--- src/design/kf3_pkg.sv ---
// ----------------------------------------------------------------------------
// kf3_pkg
// Shared types, register-file map and micro-program for the three-state
// altitude Kalman filter.
// ----------------------------------------------------------------------------
`default_nettype none

package kf3_pkg;

  // Operations of the shared arithmetic unit
  typedef enum logic [3:0] {
    OP_MOV,
    OP_ADD,
    OP_SUB,
    OP_SAT48,
    OP_MUL,
    OP_RECIP,
    OP_OUTA,
    OP_OUTV,
    OP_END
  } op_t;

  // Product scaling: F, F+1, 32 or 16 fraction bits dropped
  typedef enum logic [1:0] {
    SH_F,
    SH_F1,
    SH_32,
    SH_16
  } sh_t;

  typedef struct packed {
    op_t        op;
    logic [6:0] sa;
    logic [6:0] sb;
    logic [5:0] dst;
    sh_t        sh;
  } uop_t;

  typedef enum logic [2:0] {
    ST_IDLE,
    ST_FETCH,
    ST_EXEC,
    ST_WAIT,
    ST_DONE
  } ctrl_state_t;

  typedef enum logic [2:0] {
    AS_IDLE,
    AS_MUL,
    AS_NEG,
    AS_RND,
    AS_DIV,
    AS_FIN
  } alu_state_t;

  // Sequencer strobes towards the datapath
  typedef struct packed {
    logic rd;
    logic start;
    logic wr;
    logic out_alt;
    logic out_vel;
    logic push;
    logic clr_sat;
    logic boot;
  } ctrl_t;

  // Configuration register indexes
  localparam logic [2:0] CFG_MEAS_VAR  = 3'd0;
  localparam logic [2:0] CFG_ACCEL_VAR = 3'd1;
  localparam logic [2:0] CFG_BIAS_VAR  = 3'd2;
  localparam logic [2:0] CFG_INIT_ALT  = 3'd3;
  localparam logic [2:0] CFG_INIT_VEL  = 3'd4;
  localparam logic [2:0] CFG_INIT_BIAS = 3'd5;

  // Register file slots (operand codes with the top bit clear)
  localparam logic [6:0] RP0 = 7'd0;
  localparam logic [6:0] RP1 = 7'd1;
  localparam logic [6:0] RP2 = 7'd2;
  localparam logic [6:0] RP3 = 7'd3;
  localparam logic [6:0] RP4 = 7'd4;
  localparam logic [6:0] RP5 = 7'd5;
  localparam logic [6:0] RP6 = 7'd6;
  localparam logic [6:0] RP7 = 7'd7;
  localparam logic [6:0] RP8 = 7'd8;
  localparam logic [6:0] RT0 = 7'd9;
  localparam logic [6:0] RT1 = 7'd10;
  localparam logic [6:0] RT2 = 7'd11;
  localparam logic [6:0] RT3 = 7'd12;
  localparam logic [6:0] RT4 = 7'd13;
  localparam logic [6:0] RT5 = 7'd14;
  localparam logic [6:0] RT6 = 7'd15;
  localparam logic [6:0] RT7 = 7'd16;
  localparam logic [6:0] RT8 = 7'd17;
  localparam logic [6:0] RALT = 7'd18;
  localparam logic [6:0] RVEL = 7'd19;
  localparam logic [6:0] RBIAS = 7'd20;
  localparam logic [6:0] RAT = 7'd21;
  localparam logic [6:0] RD2 = 7'd22;
  localparam logic [6:0] RD3 = 7'd23;
  localparam logic [6:0] RD4 = 7'd24;
  localparam logic [6:0] RDD = 7'd25;
  localparam logic [6:0] RK0 = 7'd26;
  localparam logic [6:0] RK1 = 7'd27;
  localparam logic [6:0] RK2 = 7'd28;
  localparam logic [6:0] RR0 = 7'd29;
  localparam logic [6:0] RR1 = 7'd30;
  localparam logic [6:0] RR2 = 7'd31;
  localparam logic [6:0] RS = 7'd32;
  localparam logic [6:0] RSINV = 7'd33;
  localparam logic [6:0] RINNOV = 7'd34;
  localparam logic [6:0] RX = 7'd35;
  localparam logic [6:0] RY = 7'd36;

  // Special operand sources
  localparam logic [3:0] SC_ZERO  = 4'd0;
  localparam logic [3:0] SC_ONE   = 4'd1;
  localparam logic [3:0] SC_DT16  = 4'd2;
  localparam logic [3:0] SC_DT    = 4'd3;
  localparam logic [3:0] SC_ALT   = 4'd4;
  localparam logic [3:0] SC_ACC   = 4'd5;
  localparam logic [3:0] SC_QA    = 4'd6;
  localparam logic [3:0] SC_QB    = 4'd7;
  localparam logic [3:0] SC_MR    = 4'd8;
  localparam logic [3:0] SC_IALT  = 4'd9;
  localparam logic [3:0] SC_IVEL  = 4'd10;
  localparam logic [3:0] SC_IBIAS = 4'd11;
  localparam logic [3:0] SC_P22   = 4'd12;

  localparam logic [6:0] S_ZERO  = {3'b100, SC_ZERO};
  localparam logic [6:0] S_ONE   = {3'b100, SC_ONE};
  localparam logic [6:0] S_DT16  = {3'b100, SC_DT16};
  localparam logic [6:0] S_DT    = {3'b100, SC_DT};
  localparam logic [6:0] S_ALT   = {3'b100, SC_ALT};
  localparam logic [6:0] S_ACC   = {3'b100, SC_ACC};
  localparam logic [6:0] S_QA    = {3'b100, SC_QA};
  localparam logic [6:0] S_QB    = {3'b100, SC_QB};
  localparam logic [6:0] S_MR    = {3'b100, SC_MR};
  localparam logic [6:0] S_IALT  = {3'b100, SC_IALT};
  localparam logic [6:0] S_IVEL  = {3'b100, SC_IVEL};
  localparam logic [6:0] S_IBIAS = {3'b100, SC_IBIAS};
  localparam logic [6:0] S_P22   = {3'b100, SC_P22};

  // Program entry points
  localparam logic [6:0] PC_MEAS = 7'd0;
  localparam logic [6:0] PC_RST  = 7'd104;

  function automatic uop_t mk(op_t op, logic [6:0] sa, logic [6:0] sb,
                              logic [6:0] d, sh_t sh);
    uop_t r;
    r.op  = op;
    r.sa  = sa;
    r.sb  = sb;
    r.dst = d[5:0];
    r.sh  = sh;
    return r;
  endfunction

  function automatic uop_t mov(logic [6:0] d, logic [6:0] a);
    return mk(OP_MOV, a, S_ZERO, d, SH_F);
  endfunction

  function automatic uop_t add(logic [6:0] d, logic [6:0] a, logic [6:0] b);
    return mk(OP_ADD, a, b, d, SH_F);
  endfunction

  function automatic uop_t sub(logic [6:0] d, logic [6:0] a, logic [6:0] b);
    return mk(OP_SUB, a, b, d, SH_F);
  endfunction

  function automatic uop_t s48(logic [6:0] d, logic [6:0] a);
    return mk(OP_SAT48, a, S_ZERO, d, SH_F);
  endfunction

  function automatic uop_t mul(logic [6:0] d, logic [6:0] a, logic [6:0] b, sh_t sh);
    return mk(OP_MUL, a, b, d, sh);
  endfunction

  function automatic logic writes_reg(op_t op);
    return (op == OP_MOV) || (op == OP_ADD) || (op == OP_SUB) ||
           (op == OP_SAT48) || (op == OP_MUL) || (op == OP_RECIP);
  endfunction

  // Micro-program: measurement update from PC_MEAS, restart from PC_RST
  function automatic uop_t prog(logic [6:0] pc);
    uop_t r;
    case (pc)
      // state prediction
      7'd0:   r = sub(RX, S_ACC, RBIAS);
      7'd1:   r = s48(RAT, RX);
      7'd2:   r = mul(RX, RAT, S_DT16, SH_16);
      7'd3:   r = add(RX, RVEL, RX);
      7'd4:   r = s48(RVEL, RX);
      7'd5:   r = mul(RX, RVEL, S_DT16, SH_16);
      7'd6:   r = add(RX, RALT, RX);
      7'd7:   r = s48(RALT, RX);
      // time powers
      7'd8:   r = mul(RD2, S_DT, S_DT, SH_F1);
      7'd9:   r = mul(RD3, RD2, S_DT, SH_F);
      7'd10:  r = mul(RD4, RD2, RD2, SH_F);
      7'd11:  r = mul(RDD, S_DT, S_DT, SH_F);
      // T = A * P, column 0
      7'd12:  r = mul(RX, S_DT, RP3, SH_F);
      7'd13:  r = add(RX, RP0, RX);
      7'd14:  r = mul(RY, RD2, RP6, SH_F);
      7'd15:  r = sub(RT0, RX, RY);
      7'd16:  r = mul(RX, S_DT, RP6, SH_F);
      7'd17:  r = sub(RT3, RP3, RX);
      7'd18:  r = mov(RT6, RP6);
      // column 1
      7'd19:  r = mul(RX, S_DT, RP4, SH_F);
      7'd20:  r = add(RX, RP1, RX);
      7'd21:  r = mul(RY, RD2, RP7, SH_F);
      7'd22:  r = sub(RT1, RX, RY);
      7'd23:  r = mul(RX, S_DT, RP7, SH_F);
      7'd24:  r = sub(RT4, RP4, RX);
      7'd25:  r = mov(RT7, RP7);
      // column 2
      7'd26:  r = mul(RX, S_DT, RP5, SH_F);
      7'd27:  r = add(RX, RP2, RX);
      7'd28:  r = mul(RY, RD2, RP8, SH_F);
      7'd29:  r = sub(RT2, RX, RY);
      7'd30:  r = mul(RX, S_DT, RP8, SH_F);
      7'd31:  r = sub(RT5, RP5, RX);
      7'd32:  r = mov(RT8, RP8);
      // P = T * A', row 0
      7'd33:  r = mul(RX, S_DT, RT1, SH_F);
      7'd34:  r = add(RX, RT0, RX);
      7'd35:  r = mul(RY, RD2, RT2, SH_F);
      7'd36:  r = sub(RP0, RX, RY);
      7'd37:  r = mul(RX, S_DT, RT2, SH_F);
      7'd38:  r = sub(RP1, RT1, RX);
      7'd39:  r = mov(RP2, RT2);
      // row 1
      7'd40:  r = mul(RX, S_DT, RT4, SH_F);
      7'd41:  r = add(RX, RT3, RX);
      7'd42:  r = mul(RY, RD2, RT5, SH_F);
      7'd43:  r = sub(RP3, RX, RY);
      7'd44:  r = mul(RX, S_DT, RT5, SH_F);
      7'd45:  r = sub(RP4, RT4, RX);
      7'd46:  r = mov(RP5, RT5);
      // row 2
      7'd47:  r = mul(RX, S_DT, RT7, SH_F);
      7'd48:  r = add(RX, RT6, RX);
      7'd49:  r = mul(RY, RD2, RT8, SH_F);
      7'd50:  r = sub(RP6, RX, RY);
      7'd51:  r = mul(RX, S_DT, RT8, SH_F);
      7'd52:  r = sub(RP7, RT7, RX);
      7'd53:  r = mov(RP8, RT8);
      // process noise
      7'd54:  r = mul(RX, RD4, S_QA, SH_32);
      7'd55:  r = add(RP0, RP0, RX);
      7'd56:  r = mul(RX, RD3, S_QA, SH_32);
      7'd57:  r = add(RP1, RP1, RX);
      7'd58:  r = add(RP3, RP3, RX);
      7'd59:  r = mul(RX, RDD, S_QA, SH_32);
      7'd60:  r = add(RP4, RP4, RX);
      7'd61:  r = mul(RX, S_QB, S_ONE, SH_32);
      7'd62:  r = add(RP8, RP8, RX);
      // innovation and gains
      7'd63:  r = sub(RX, S_ALT, RALT);
      7'd64:  r = s48(RINNOV, RX);
      7'd65:  r = mul(RX, S_MR, S_ONE, SH_32);
      7'd66:  r = add(RS, RP0, RX);
      7'd67:  r = mk(OP_RECIP, RS, S_ZERO, RSINV, SH_F);
      7'd68:  r = mul(RK0, RP0, RSINV, SH_F);
      7'd69:  r = mul(RK1, RP3, RSINV, SH_F);
      7'd70:  r = mul(RK2, RP6, RSINV, SH_F);
      // state correction
      7'd71:  r = mul(RX, RK0, RINNOV, SH_F);
      7'd72:  r = add(RX, RALT, RX);
      7'd73:  r = s48(RALT, RX);
      7'd74:  r = mul(RX, RK1, RINNOV, SH_F);
      7'd75:  r = add(RX, RVEL, RX);
      7'd76:  r = s48(RVEL, RX);
      7'd77:  r = mul(RX, RK2, RINNOV, SH_F);
      7'd78:  r = add(RX, RBIAS, RX);
      7'd79:  r = s48(RBIAS, RX);
      // covariance correction from the pre-update first row
      7'd80:  r = mov(RR0, RP0);
      7'd81:  r = mov(RR1, RP1);
      7'd82:  r = mov(RR2, RP2);
      7'd83:  r = mul(RX, RK0, RR0, SH_F);
      7'd84:  r = sub(RP0, RP0, RX);
      7'd85:  r = mul(RX, RK0, RR1, SH_F);
      7'd86:  r = sub(RP1, RP1, RX);
      7'd87:  r = mul(RX, RK0, RR2, SH_F);
      7'd88:  r = sub(RP2, RP2, RX);
      7'd89:  r = mul(RX, RK1, RR0, SH_F);
      7'd90:  r = sub(RP3, RP3, RX);
      7'd91:  r = mul(RX, RK1, RR1, SH_F);
      7'd92:  r = sub(RP4, RP4, RX);
      7'd93:  r = mul(RX, RK1, RR2, SH_F);
      7'd94:  r = sub(RP5, RP5, RX);
      7'd95:  r = mul(RX, RK2, RR0, SH_F);
      7'd96:  r = sub(RP6, RP6, RX);
      7'd97:  r = mul(RX, RK2, RR1, SH_F);
      7'd98:  r = sub(RP7, RP7, RX);
      7'd99:  r = mul(RX, RK2, RR2, SH_F);
      7'd100: r = sub(RP8, RP8, RX);
      7'd101: r = mk(OP_OUTA, RALT, S_ZERO, RX, SH_F);
      7'd102: r = mk(OP_OUTV, RVEL, S_ZERO, RX, SH_F);
      7'd103: r = mk(OP_END, S_ZERO, S_ZERO, RX, SH_F);
      // restart
      7'd104: r = mov(RALT, S_IALT);
      7'd105: r = mov(RVEL, S_IVEL);
      7'd106: r = mov(RBIAS, S_IBIAS);
      7'd107: r = mov(RP0, S_ONE);
      7'd108: r = mov(RP1, S_ZERO);
      7'd109: r = mov(RP2, S_ZERO);
      7'd110: r = mov(RP3, S_ZERO);
      7'd111: r = mov(RP4, S_ONE);
      7'd112: r = mov(RP5, S_ZERO);
      7'd113: r = mov(RP6, S_ZERO);
      7'd114: r = mov(RP7, S_ZERO);
      7'd115: r = mov(RP8, S_P22);
      7'd116: r = mk(OP_OUTA, RALT, S_ZERO, RX, SH_F);
      7'd117: r = mk(OP_OUTV, RVEL, S_ZERO, RX, SH_F);
      default: r = mk(OP_END, S_ZERO, S_ZERO, RX, SH_F);
    endcase
    return r;
  endfunction

endpackage

`default_nettype wire

--- src/design/kf3_ctrl.sv ---
// ----------------------------------------------------------------------------
// kf3_ctrl
// Micro-program sequencer: fetches one operation, runs it on the shared
// unit, writes back, and hands the finished result to the output register.
// ----------------------------------------------------------------------------
`default_nettype none

module kf3_ctrl import kf3_pkg::*; (
  input  wire logic clk,
  input  wire logic rst,
  input  wire logic in_valid,
  input  wire logic in_cmd,
  input  wire logic alu_done,
  input  wire logic out_busy,
  output logic      in_ready,
  output ctrl_t     ctl,
  output uop_t      uop
);

  ctrl_state_t state;
  ctrl_state_t state_next;
  logic [6:0]  pc;
  logic        boot;

  assign uop = prog(pc);

  // Next state
  always_comb begin
    state_next = state;
    case (state)
      ST_IDLE:  if (in_valid) state_next = ST_FETCH;
      ST_FETCH: state_next = (uop.op == OP_END) ? ST_DONE : ST_EXEC;
      ST_EXEC:  state_next = ST_WAIT;
      ST_WAIT:  if (alu_done) state_next = ST_FETCH;
      ST_DONE:  if (boot || !out_busy) state_next = ST_IDLE;
      default:  state_next = ST_IDLE;
    endcase
  end

  // Outputs
  always_comb begin
    in_ready    = (state == ST_IDLE);
    ctl.rd      = (state == ST_FETCH);
    ctl.start   = (state == ST_EXEC);
    ctl.wr      = (state == ST_WAIT) && alu_done && writes_reg(uop.op);
    ctl.out_alt = (state == ST_WAIT) && alu_done && (uop.op == OP_OUTA);
    ctl.out_vel = (state == ST_WAIT) && alu_done && (uop.op == OP_OUTV);
    ctl.push    = (state == ST_DONE) && !boot && !out_busy;
    ctl.clr_sat = (state == ST_IDLE) && in_valid;
    ctl.boot    = boot;
  end

  // Reset runs the restart program once, with the initial values forced to zero
  always_ff @(posedge clk) begin
    if (rst) begin
      state <= ST_FETCH;
      pc    <= PC_RST;
      boot  <= 1'b1;
    end else begin
      state <= state_next;
      if (state == ST_IDLE && in_valid) pc <= in_cmd ? PC_RST : PC_MEAS;
      if (state == ST_WAIT && alu_done) pc <= pc + 7'd1;
      if (state == ST_DONE) boot <= 1'b0;
    end
  end

endmodule

`default_nettype wire

--- config.mk ---
export PLATFORM = sky130hd
export DESIGN_NAME = kf3_ctrl
export DESIGN_NICKNAME = d
export VERILOG_FILES = /design/src/design/kf3_pkg.sv /design/src/design/kf3_ctrl.sv
export SDC_FILE = /design/constraint.sdc
export NUM_CORES = 1
export LEC_CHECK = 0
export ABC_AREA = 1
export BUFFER_PORTS_ARGS = -buffer_cell sky130_fd_sc_hd__buf_2
export CORE_MARGIN = 3
export CORE_UTILIZATION = 57
export CTS_BUF_LIST = sky130_fd_sc_hd__clkbuf_2 sky130_fd_sc_hd__clkbuf_4 sky130_fd_sc_hd__clkbuf_8
export DETAILED_ROUTE_END_ITERATION = 12
export HOLD_SLACK_MARGIN = 0.02
export PLACE_DENSITY = 0.89
export RECOVER_POWER = 25
export SYNTH_ARGS = -nofsm -noshare
export SYNTH_HDL_FRONTEND = slang
export SYNTH_SLANG_ARGS = --single-unit
--- constraint.sdc ---
create_clock -name clk -period 2.3 [get_ports clk]
set_clock_uncertainty 0.05 [all_clocks]
set_input_delay 0.115 -clock clk [delete_from_list [all_inputs] [get_ports clk]]
set_output_delay 0.115 -clock clk [all_outputs]
set_load 0.01 [all_outputs]
==> flow_summary.html, run 1 <==
<table>
<tr><th>Metric</th><th>Value</th></tr>
<tr><th colspan="2">Outcome</th></tr>
<tr><td>Status</td><td>aborted with a tool error</td></tr>
<tr><td>Last stage</td><td>global routing</td></tr>
<tr><td>First Error</td><td>[ERROR GRT-0232] Routing congestion too high. Check the congestion heatmap in the GUI.</td></tr>
<tr><th colspan="2">Die</th></tr>
<tr><td>Initial Util</td><td>59.50%</td></tr>
<tr><td>Die Width</td><td>93.48 µm</td></tr>
<tr><td>Number of top-level pins</td><td>41</td></tr>
<tr><td>Vert. Die Dim</td><td>93.48 µm</td></tr>
<tr><td>Cell row count</td><td>31</td></tr>
<tr><th colspan="2">Global routing</th></tr>
<tr><td>Congestion Overflow GR</td><td>16</td></tr>
<tr><td>Maximum number of pins on one net before global-route repair</td><td>35</td></tr>
<tr><td>GRT Resource Usage Total</td><td>75.75%</td></tr>
<tr><th colspan="2">Placed design</th></tr>
<tr><td>Cell area after placement</td><td>5264 µm²</td></tr>
<tr><td>Placed insts</td><td>985</td></tr>
<tr><td>Post-DP HPWL</td><td>14540 µm</td></tr>
<tr><td>Total of buffers placed on input and output ports</td><td>40</td></tr>
<tr><td>Final estimated routing congestion in global placement</td><td>1.334</td></tr>
<tr><th colspan="2">Logic synthesis</th></tr>
<tr><td>Synthesis-stage register bit count</td><td>37</td></tr>
<tr><td>Post-Synthesis Cells</td><td>779</td></tr>
<tr><td>Synthesized netlist net count</td><td>794</td></tr>
<tr><td>Mean cell area of the mapped netlist</td><td>5.599 µm²</td></tr>
<tr><td>Sequential-to-total area share from yosys stat</td><td>16.98%</td></tr>
<tr><td>Cell variety after synth</td><td>37</td></tr>
<tr><td>Post-synthesis instance area</td><td>4362 µm²</td></tr>
<tr><td>Yosys warns</td><td>0</td></tr>
<tr><th colspan="2">Clock tree</th></tr>
<tr><td>Number of clock sinks</td><td>37</td></tr>
<tr><td>Root Buffer</td><td>sky130_fd_sc_hd__clkbuf_8</td></tr>
<tr><td>Number of levels the H-tree was split into</td><td>2</td></tr>
<tr><td>Max Buffers Root-to-Sink</td><td>2</td></tr>
<tr><td>CTS Buf Count</td><td>5</td></tr>
</table>
## metal layers
layer	overflow	global-route usage [%]
met5	0	47.44
met4	6	72.04
met3	2	67.50
met2	8	86.42
met1	0	75.66
## stage by stage
stage	worst slack (ps)	hold slack (ps)
floorplan	46.33	227.6
global placement	-138.9	369.5
detailed placement	-255.4	381.6
CTS	-14.52	58.97
## kinds of logic after synthesis
| family | after synthesis | share of synthesized area [%] |
|---|---|---|
| buf+inv | 103 | 12.19 |
| flops | 37 | 16.98 |
| simple gates | 562 | 59.84 |
| fa+ha+maj | 9 | 2.582 |
| compound gates | 68 | 8.405 |
## synth_stat cells, drive strengths merged
cell type | instances | area, µm²
clkbuf | 2 | 7.510
o21ai | 34 | 170.2
o211ai | 4 | 30.03
a21oi | 24 | 120.1
dfxtp | 37 | 740.7
ha | 9 | 112.6
nand3 | 174 | 988.5
and3 | 1 | 6.260
nand4 | 20 | 125.1
o2111ai | 1 | 8.760
nor2 | 72 | 307.8
a221oi | 1 | 8.760
nand3b | 7 | 52.55
nor4 | 1 | 6.260
inv | 62 | 235.2
o31ai | 1 | 7.510
o22ai | 1 | 6.260
nor3 | 4 | 20.02
nor3b | 1 | 7.510
buf | 38 | 285.3
nand2 | 282 | 1096
clkinv | 1 | 3.750
a22oi | 2 | 15.01
## repair_timing
item,in CTS
pin swaps,7
resized for setup,24
setup endpoints to repair,25
hold endpoints to repair,0
hold buffers,0
setup buffers,3
==> run 2: changes to the inputs <==
--- a/config.mk
+++ b/config.mk
@@ -8,11 +8,9 @@
 export ABC_AREA = 1
 export BUFFER_PORTS_ARGS = -buffer_cell sky130_fd_sc_hd__buf_2
 export CORE_MARGIN = 3
-export CORE_UTILIZATION = 57
-export CTS_BUF_LIST = sky130_fd_sc_hd__clkbuf_2 sky130_fd_sc_hd__clkbuf_4 sky130_fd_sc_hd__clkbuf_8
+export CORE_UTILIZATION = 40
 export DETAILED_ROUTE_END_ITERATION = 12
-export HOLD_SLACK_MARGIN = 0.02
-export PLACE_DENSITY = 0.89
+export PLACE_DENSITY_LB_ADDON = 0.15
 export RECOVER_POWER = 25
 export SYNTH_ARGS = -nofsm -noshare
 export SYNTH_HDL_FRONTEND = slang
==> constraint.sdc (replaced) <==
create_clock -name clk -period 3 [get_ports clk]
set_clock_uncertainty 0.05 [all_clocks]
set_input_delay 0.15 -clock clk [delete_from_list [all_inputs] [get_ports clk]]
set_output_delay 0.15 -clock clk [all_outputs]
set_load 0.01 [all_outputs]
==> flow_summary.html, run 2 <==
<table>
<tr><th>Metric</th><th>Value</th></tr>
<tr><th colspan="2">Outcome</th></tr>
<tr><td>Status</td><td>finished clean</td></tr>
<tr><th colspan="2">Drt</th></tr>
<tr><td>Detail-routed net length per standard cell</td><td>22.41 µm</td></tr>
<tr><td>Initial DRC count</td><td>994</td></tr>
<tr><td>Iteration count of the initial detailed-routing pass</td><td>6</td></tr>
<tr><td>DRC violation count after routing</td><td>0</td></tr>
<tr><td>Routed vias</td><td>5959</td></tr>
<tr><td>Number of nets with antenna violations after routing</td><td>0</td></tr>
<tr><td>Average vias per placed instance</td><td>6.227</td></tr>
<tr><td>Routed wire length</td><td>21450 µm</td></tr>
<tr><th colspan="2">Min path</th></tr>
<tr><td>Class of the most critical hold timing path</td><td>input pin to flop</td></tr>
<tr><th colspan="2">Die</th></tr>
<tr><td>Initial Util</td><td>41.69%</td></tr>
<tr><td>Vert. Die Dim</td><td>110.4 µm</td></tr>
<tr><td>Die Width</td><td>110.4 µm</td></tr>
<tr><td>Number of top-level pins</td><td>41</td></tr>
<tr><td>Full die area</td><td>12190 µm²</td></tr>
<tr><td>Core Box Area</td><td>10460 µm²</td></tr>
<tr><td>Cell row count</td><td>37</td></tr>
<tr><th colspan="2">Critical path</th></tr>
<tr><td>Path type of the worst setup path</td><td>flop to flop</td></tr>
<tr><td>Type of element capturing the critical path</td><td>flop</td></tr>
<tr><td>Max FO, Critical Path</td><td>37</td></tr>
<tr><td>Critical path launch point type</td><td>flop</td></tr>
<tr><td>Required arrival time at the worst endpoint</td><td>3120 ps</td></tr>
<tr><td>Arrival time at the worst endpoint</td><td>2940 ps</td></tr>
<tr><th colspan="2">Logic synthesis</th></tr>
<tr><td>Synthesized netlist net count</td><td>794</td></tr>
<tr><td>Mean cell area of the mapped netlist</td><td>5.599 µm²</td></tr>
<tr><td>Number of enable-type register cells in the synthesized netlist</td><td>0</td></tr>
<tr><td>Sequential-to-total area share from yosys stat</td><td>16.98%</td></tr>
<tr><td>Cell variety after synth</td><td>37</td></tr>
<tr><td>Synthesis-stage register bit count</td><td>37</td></tr>
<tr><td>Yosys warns</td><td>0</td></tr>
<tr><td>Post-synthesis share of cell area spent on full adders, half adders and majority gates</td><td>2.582%</td></tr>
<tr><td>Largest family of logic cells by synthesized area</td><td>simple AND/OR/NAND/NOR gates</td></tr>
<tr><td>Area fraction of the dominant cell type after synthesis</td><td>23.15%</td></tr>
<tr><td>Most repeated cell in the gate-level netlist after synthesis</td><td>sky130_fd_sc_hd__nand2_1</td></tr>
<tr><td>Post-Synthesis Cells</td><td>779</td></tr>
<tr><td>Fraction of the mapped netlist area in compound gates</td><td>8.405%</td></tr>
<tr><td>Proportion of synthesized area in mux cells</td><td>0%</td></tr>
<tr><td>Top cells by area, synth</td><td>sky130_fd_sc_hd__nand2_1 (23%), sky130_fd_sc_hd__nand3_1 (18%), sky130_fd_sc_hd__dfxtp_1 (17%), sky130_fd_sc_hd__nor2_1 (5.2%), sky130_fd_sc_hd__inv_1 (4.6%)</td></tr>
<tr><td>Cell type with the highest aggregate area in the netlist</td><td>sky130_fd_sc_hd__nand2_1</td></tr>
<tr><td>Post-synthesis instance area</td><td>4362 µm²</td></tr>
<tr><td>Post-synthesis simple-gate area fraction</td><td>59.84%</td></tr>
<tr><td>Leading register cell type out of synthesis</td><td>sky130_fd_sc_hd__dfxtp_1</td></tr>
<tr><td>Most instantiated cells after synthesis</td><td>sky130_fd_sc_hd__nand2_1 (269), sky130_fd_sc_hd__nand3_1 (158), sky130_fd_sc_hd__nor2_1 (61)</td></tr>
<tr><td>Proportion of register bits with asynchronous set or reset after synthesis</td><td>0%</td></tr>
<tr><td>Fraction of synthesized cell area in xor and xnor cells</td><td>0%</td></tr>
<tr><th colspan="2">Layout</th></tr>
<tr><td>Area added between synthesis and finish</td><td>10.21%</td></tr>
<tr><td>Leading cell types in the layout, fill and taps excluded</td><td>sky130_fd_sc_hd__nand2_1 (269), sky130_fd_sc_hd__nand3_1 (157), sky130_fd_sc_hd__nor2_1 (61)</td></tr>
<tr><td>Leading cell type in the layout, fill and taps excluded</td><td>sky130_fd_sc_hd__nand2_1</td></tr>
<tr><td>Number of diodes</td><td>0</td></tr>
<tr><td>Number of standard cells in the final layout excluding fillers</td><td>957</td></tr>
<tr><td>Final Core Density</td><td>45.95%</td></tr>
<tr><td>Number of flip-flops in the largest register</td><td>26</td></tr>
<tr><td>Proportion of layout cells with a drive suffix above 1</td><td>14.01%</td></tr>
<tr><td>Count of nets after finishing</td><td>835</td></tr>
<tr><td>Count of filler cells inserted in the layout</td><td>1154</td></tr>
<tr><th colspan="2">Clock tree</th></tr>
<tr><td>CTS Buf Count</td><td>5</td></tr>
<tr><td>Number of levels the H-tree was split into</td><td>2</td></tr>
<tr><td>Max Buffers Root-to-Sink</td><td>2</td></tr>
<tr><td>Root Buffer</td><td>sky130_fd_sc_hd__clkbuf_8</td></tr>
<tr><td>Clock latency on the worst-skew pair</td><td>310 ps</td></tr>
<tr><td>Number of clock sinks</td><td>37</td></tr>
<tr><td>Post CTS Setup Buffer Count</td><td>0</td></tr>
<tr><td>CTS tree</td><td>built</td></tr>
<tr><td>Worst-path clk slew</td><td>100 ps</td></tr>
<tr><th colspan="2">STA</th></tr>
<tr><td>Worst hold slack after final layout</td><td>97.18 ps</td></tr>
<tr><td>Final Slew Violations</td><td>0</td></tr>
<tr><td>Setup Total Neg Slack</td><td>0 ps</td></tr>
<tr><td>Hold Vio Cnt, Final</td><td>0</td></tr>
<tr><td>Crit path time final</td><td>2818 ps</td></tr>
<tr><td>Setup repair after global routing missed its margin</td><td>false</td></tr>
<tr><td>Final setup vio count</td><td>0</td></tr>
<tr><td>PnR worst setup slack</td><td>182.2 ps</td></tr>
<tr><td>Share of the clock period used by the worst path</td><td>93.93%</td></tr>
<tr><td>Highest attainable clock frequency</td><td>354.9 MHz</td></tr>
<tr><td>Worst Tran Pin Value</td><td>648.5 ps</td></tr>
<tr><td>Worst-case headroom to the max-slew limit</td><td>56.31%</td></tr>
<tr><th colspan="2">Placed design</th></tr>
<tr><td>Total of buffers placed on input and output ports</td><td>40</td></tr>
<tr><td>Placed insts</td><td>949</td></tr>
<tr><td>Final estimated routing congestion in global placement</td><td>1.076</td></tr>
<tr><td>Post-DP HPWL</td><td>16250 µm</td></tr>
<tr><td>Pre-CTS worst setup slack</td><td>247.1 ps</td></tr>
<tr><th colspan="2">Global routing</th></tr>
<tr><td>Antenna violations before repair</td><td>0</td></tr>
<tr><td>Maximum number of pins on one net before global-route repair</td><td>55</td></tr>
<tr><td>Wire length of the first global-routing pass</td><td>32780 µm</td></tr>
<tr><td>Via count of the first global-routing pass</td><td>5595</td></tr>
<tr><td>GRT Resource Usage Total</td><td>34.05%</td></tr>
<tr><td>Congestion Overflow GR</td><td>0</td></tr>
<tr><th colspan="2">Power and ir drop</th></tr>
<tr><td>Maximum resistive drop on vdd</td><td>226.7 µV</td></tr>
<tr><td>Total leakage power</td><td>2.483 nW</td></tr>
<tr><td>Cell area power density</td><td>559.4 nW/µm²</td></tr>
<tr><th colspan="2">Job</th></tr>
<tr><td>MaxCap Viol Count</td><td>0</td></tr>
</table>
run 2: repair_timing:
item                       in CTS  in global routing
setup endpoints to repair       0                  4
hold buffers                    0                  0
gates resized for setup         0                  1
run 2: routing by layer:
| metal | share of wire [%] | track usage, % | vias to the layer above |
|---|---|---|---|
| met4 | 7.1 | 19.29 | 0 |
| met3 | 14 | 9.973 | 111 |
| met1 | 38 | 43.85 | 2661 |
| met2 | 41 | 50.49 | 536 |
| met5 | 0 | 0 | - |
| li1 | - | - | 2651 |
run 2: worst max-delay path, stage by stage, from the launching register on:
cell and delay, ps:
sky130_fd_sc_hd__dfxtp_1 370, sky130_fd_sc_hd__inv_2 120, sky130_fd_sc_hd__nand4_1 240, sky130_fd_sc_hd__buf_4 260, sky130_fd_sc_hd__nand3_1 110, sky130_fd_sc_hd__nand2_1 100, sky130_fd_sc_hd__nor2_4 170, sky130_fd_sc_hd__buf_12 230
sky130_fd_sc_hd__nand2_1 130, sky130_fd_sc_hd__nand2_1 230, sky130_fd_sc_hd__nand2_1 140, sky130_fd_sc_hd__nand3_1 170, sky130_fd_sc_hd__nand2_1 70, sky130_fd_sc_hd__nand2_1 150, sky130_fd_sc_hd__o211ai_1 130
run 2: final cells by class:
type / count / area [µm²] / share of cell area, %
multi-input cells: 639 / 3099 / 64.47
flip-flops and latches: 37 / 740.7 / 15.41
repair buffers: 74 / 471.7 / 9.813
inverters: 63 / 239.0 / 4.971
well taps: 136 / 170.2 / 3.540
clock buffers: 5 / 68.82 / 1.432
clock inverters: 3 / 17.52 / 0.3644
run 2: logic make-up after synthesis:
| family | after synthesis |
|---|---|
| buffers and inverters | 103 |
| and+or+nand+nor | 562 |
| AOI/OAI and AO/OA | 68 |
| DFF | 37 |
| adders and majority gates | 9 |
run 2: stage by stage:
step | cell area, µm² | total power [mW]
2_1_floorplan | 4362 | 1.682
3_3_place_gp | 4737 | 2.289
3_5_place_dp | 4737 | 2.261
4_1_cts | 4823 | 2.646
5_1_grt | 4807 | 2.851
6_report | 4807 | 2.689
run 2: worst paths after layout:
path                               from                  to  slack, ps  cells after the start
hold / removal                      rst  pc[1]$_SDFFE_PP0N_        100                      2
hold reg to reg       boot$_SDFFE_PP1N_   boot$_SDFFE_PP1N_        450                      2
setup / recovery  state[2]$_SDFFE_PP0P_     uop[12]$_DFF_P_        180                     14
setup reg to reg  state[2]$_SDFFE_PP0P_     uop[12]$_DFF_P_        180                     14
run 2: power by group:
group,leakage [nW],internal [mW],switching (mW)
logic,2.13,0.485,1.14
clock network,0.0439,0.161,0.225
registers,0.305,0.617,0.0628
No activity file was read; power rests on OpenSTA's default activity.
==> run 3: changes to the inputs <==
==> constraint.sdc (replaced) <==
create_clock -name clk -period 3 [get_ports clk]
set_clock_uncertainty 0.05 [all_clocks]
set_input_delay 0.6 -clock clk [delete_from_list [all_inputs] [get_ports clk]]
set_output_delay 0.6 -clock clk [all_outputs]
set_load 0.01 [all_outputs]
==> flow_summary.html, run 3 (same netlist as run 2, synthesis figures left out) <==
<table>
<tr><th>Metric</th><th>Value</th></tr>
<tr><th colspan="2">Drt</th></tr>
<tr><td>Routed vias</td><td>5936</td></tr>
<tr><td>Number of nets with antenna violations after routing</td><td>0</td></tr>
<tr><td>Total length of routed met3 wires</td><td>2831 µm</td></tr>
<tr><td>Routed wire length</td><td>21320 µm</td></tr>
<tr><td>Iteration count of the initial detailed-routing pass</td><td>6</td></tr>
<tr><td>Top layer used by detailed routing</td><td>met4</td></tr>
<tr><td>Detail-routed net length per standard cell</td><td>21.96 µm</td></tr>
<tr><td>Routed met2 length</td><td>8720 µm</td></tr>
<tr><td>Routed metal-1 wirelength</td><td>8503 µm</td></tr>
<tr><td>Initial DRC count</td><td>1036</td></tr>
<tr><td>Average vias per placed instance</td><td>6.113</td></tr>
<tr><td>DRC violation count after routing</td><td>0</td></tr>
<tr><th colspan="2">Die</th></tr>
<tr><td>Die Width</td><td>110.4 µm</td></tr>
<tr><td>Initial Util</td><td>41.69%</td></tr>
<tr><td>Vert. Die Dim</td><td>110.4 µm</td></tr>
<tr><td>Cell row count</td><td>37</td></tr>
<tr><td>Number of top-level pins</td><td>41</td></tr>
<tr><td>Full die area</td><td>12190 µm²</td></tr>
<tr><td>Core Box Area</td><td>10460 µm²</td></tr>
<tr><th colspan="2">Clock tree</th></tr>
<tr><td>Number of clock sinks</td><td>37</td></tr>
<tr><td>Number of levels the H-tree was split into</td><td>2</td></tr>
<tr><td>Worst-path clk slew</td><td>100 ps</td></tr>
<tr><td>Cts-stage hold buffer count</td><td>0</td></tr>
<tr><td>Clock latency on the worst-skew pair</td><td>310 ps</td></tr>
<tr><td>Max Buffers Root-to-Sink</td><td>2</td></tr>
<tr><td>Root Buffer</td><td>sky130_fd_sc_hd__clkbuf_8</td></tr>
<tr><td>Number of resized instances in the post-cts repair step</td><td>0</td></tr>
<tr><td>CTS Buf Count</td><td>5</td></tr>
<tr><td>Post CTS Setup Buffer Count</td><td>0</td></tr>
<tr><td>CTS tree</td><td>built</td></tr>
<tr><th colspan="2">STA</th></tr>
<tr><td>PnR worst setup slack</td><td>212.9 ps</td></tr>
<tr><td>Final Slew Violations</td><td>0</td></tr>
<tr><td>Setup Total Neg Slack</td><td>0 ps</td></tr>
<tr><td>Share of the clock period used by the worst path</td><td>92.90%</td></tr>
<tr><td>Worst Tran Pin Value</td><td>466.8 ps</td></tr>
<tr><td>Hold Vio Cnt, Final</td><td>0</td></tr>
<tr><td>Worst hold slack after final layout</td><td>436.4 ps</td></tr>
<tr><td>Crit path time final</td><td>2787 ps</td></tr>
<tr><td>Final setup vio count</td><td>0</td></tr>
<tr><td>Highest attainable clock frequency</td><td>358.8 MHz</td></tr>
<tr><td>Worst-case headroom to the max-slew limit</td><td>68.59%</td></tr>
<tr><td>Setup repair after global routing missed its margin</td><td>false</td></tr>
<tr><th colspan="2">Placed design</th></tr>
<tr><td>Total of buffers placed on input and output ports</td><td>40</td></tr>
<tr><td>Cell area after placement</td><td>4867 µm²</td></tr>
<tr><td>Final estimated routing congestion in global placement</td><td>1.126</td></tr>
<tr><td>Post-DP HPWL</td><td>16240 µm</td></tr>
<tr><td>Placed insts</td><td>963</td></tr>
<tr><td>Pre-CTS worst setup slack</td><td>-27.66 ps</td></tr>
<tr><th colspan="2">Layout</th></tr>
<tr><td>Final design area excluding fillers</td><td>4950 µm²</td></tr>
<tr><td>Area added between synthesis and finish</td><td>13.48%</td></tr>
<tr><td>Count of nets after finishing</td><td>849</td></tr>
<tr><td>Final Core Density</td><td>47.31%</td></tr>
<tr><td>Leading cell types in the layout, fill and taps excluded</td><td>sky130_fd_sc_hd__nand2_1 (269), sky130_fd_sc_hd__nand3_1 (157), sky130_fd_sc_hd__nor2_1 (60)</td></tr>
<tr><td>Leading cell type in the layout, fill and taps excluded</td><td>sky130_fd_sc_hd__nand2_1</td></tr>
<tr><td>Number of standard cells in the final layout excluding fillers</td><td>971</td></tr>
<tr><td>Proportion of layout cells with a drive suffix above 1</td><td>15.81%</td></tr>
<tr><td>Number of flip-flops in the largest register</td><td>26</td></tr>
<tr><td>Number of diodes</td><td>0</td></tr>
<tr><th colspan="2">Critical path</th></tr>
<tr><td>Critical path's largest stage delay</td><td>460 ps</td></tr>
<tr><td>Required arrival time at the worst endpoint</td><td>3140 ps</td></tr>
<tr><td>Slowest library cell on the worst path</td><td>sky130_fd_sc_hd__dfxtp_1</td></tr>
<tr><td>Sequence of cells on the critical path</td><td>inv_2, nand4_1, nand2_2, nand2_1, nand2_1, nor2_1, ha_1, inv_1, nand3_1, nand3_1, a22oi_1, nand2_1</td></tr>
<tr><td>Arrival time at the worst endpoint</td><td>2930 ps</td></tr>
<tr><td>Max FO, Critical Path</td><td>6</td></tr>
<tr><td>Top cell by count, worst path</td><td>sky130_fd_sc_hd__nand2_1</td></tr>
<tr><td>Type of element capturing the critical path</td><td>flop</td></tr>
<tr><td>Path type of the worst setup path</td><td>flop to flop</td></tr>
<tr><td>Critical path launch point type</td><td>flop</td></tr>
<tr><th colspan="2">Global routing</th></tr>
<tr><td>Congestion Overflow GR</td><td>0</td></tr>
<tr><td>Antenna violations before repair</td><td>0</td></tr>
<tr><td>Via count of the first global-routing pass</td><td>5510</td></tr>
<tr><td>Wire length of the first global-routing pass</td><td>32490 µm</td></tr>
<tr><td>GRT Resource Usage Total</td><td>33.74%</td></tr>
<tr><td>Maximum number of pins on one net before global-route repair</td><td>52</td></tr>
<tr><th colspan="2">Power and ir drop</th></tr>
<tr><td>Cell area power density</td><td>556.9 nW/µm²</td></tr>
<tr><td>Total leakage power</td><td>2.572 nW</td></tr>
<tr><td>Total power</td><td>2.757 mW</td></tr>
<tr><td>Maximum resistive drop on vdd</td><td>196.8 µV</td></tr>
<tr><th colspan="2">Min path</th></tr>
<tr><td>Class of the most critical hold timing path</td><td>flop to flop</td></tr>
<tr><th colspan="2">Outcome</th></tr>
<tr><td>Status</td><td>finished clean</td></tr>
<tr><th colspan="2">Job</th></tr>
<tr><td>MaxCap Viol Count</td><td>0</td></tr>
</table>
-- run 3: cell types whose count changed in the layout (fill, tap and decap cells not counted) --
| cell | previous run | this run |
|---|---|---|
| sky130_fd_sc_hd__buf_2 | 23 | 25 |
| sky130_fd_sc_hd__o21ai_0 | 23 | 22 |
| sky130_fd_sc_hd__nand3_4 | 5 | 6 |
| sky130_fd_sc_hd__nand3_2 | 12 | 11 |
| sky130_fd_sc_hd__buf_12 | 3 | 5 |
| sky130_fd_sc_hd__nor2_2 | 8 | 9 |
| sky130_fd_sc_hd__buf_4 | 31 | 43 |
| sky130_fd_sc_hd__o21ai_1 | 11 | 12 |
| sky130_fd_sc_hd__nor2_1 | 61 | 60 |
| sky130_fd_sc_hd__clkbuf_1 | 17 | 15 |
-- run 3: path summary, 6_finish.rpt --
path,depth (start not counted),startpoint,endpoint,slack [ps]
worst min register to register,2,boot$_SDFFE_PP1N_,boot$_SDFFE_PP1N_,440
worst max-delay path,12,state[2]$_SDFFE_PP0P_,uop[14]$_DFF_P_,210
worst max register to register,12,state[2]$_SDFFE_PP0P_,uop[14]$_DFF_P_,210
worst min-delay path,2,boot$_SDFFE_PP1N_,boot$_SDFFE_PP1N_,440
-- run 3: final cells by class --
cell class | instances | area (µm²)
Sequential cell | 37 | 740.7
Multi-Input combinational cell | 639 | 3109
Clock inverter | 3 | 17.52
Timing Repair Buffer | 88 | 604.3
Fill cell | 1182 | 5513
Inverter | 63 | 239.0
Clock buffer | 5 | 68.82
Tap cell | 136 | 170.2
-- run 3: where the power goes --
part | internal [mW] | switching (mW) | total [mW]
sequential | 0.617 | 0.0643 | 0.681
combinational | 0.531 | 1.15 | 1.68
clock | 0.161 | 0.232 | 0.394
total | 1.31 | 1.45 | 2.76
-- run 3: critical path: cells and delay by family, from the launching register on --
| family | cells | cell delay (ps) |
|---|---|---|
| flops | 1 | 460 |
| compound gates | 1 | 310 |
| buf+inv | 2 | 270 |
| simple gates | 8 | 1290 |
| fa+ha+maj | 1 | 310 |
-- run 3: per-layer routing --
metal,track usage [%],vias to the layer above
met5,0,-
met3,9.644,103
li1,-,2678
met2,48.54,470
met4,17.16,0
met1,45.59,2685
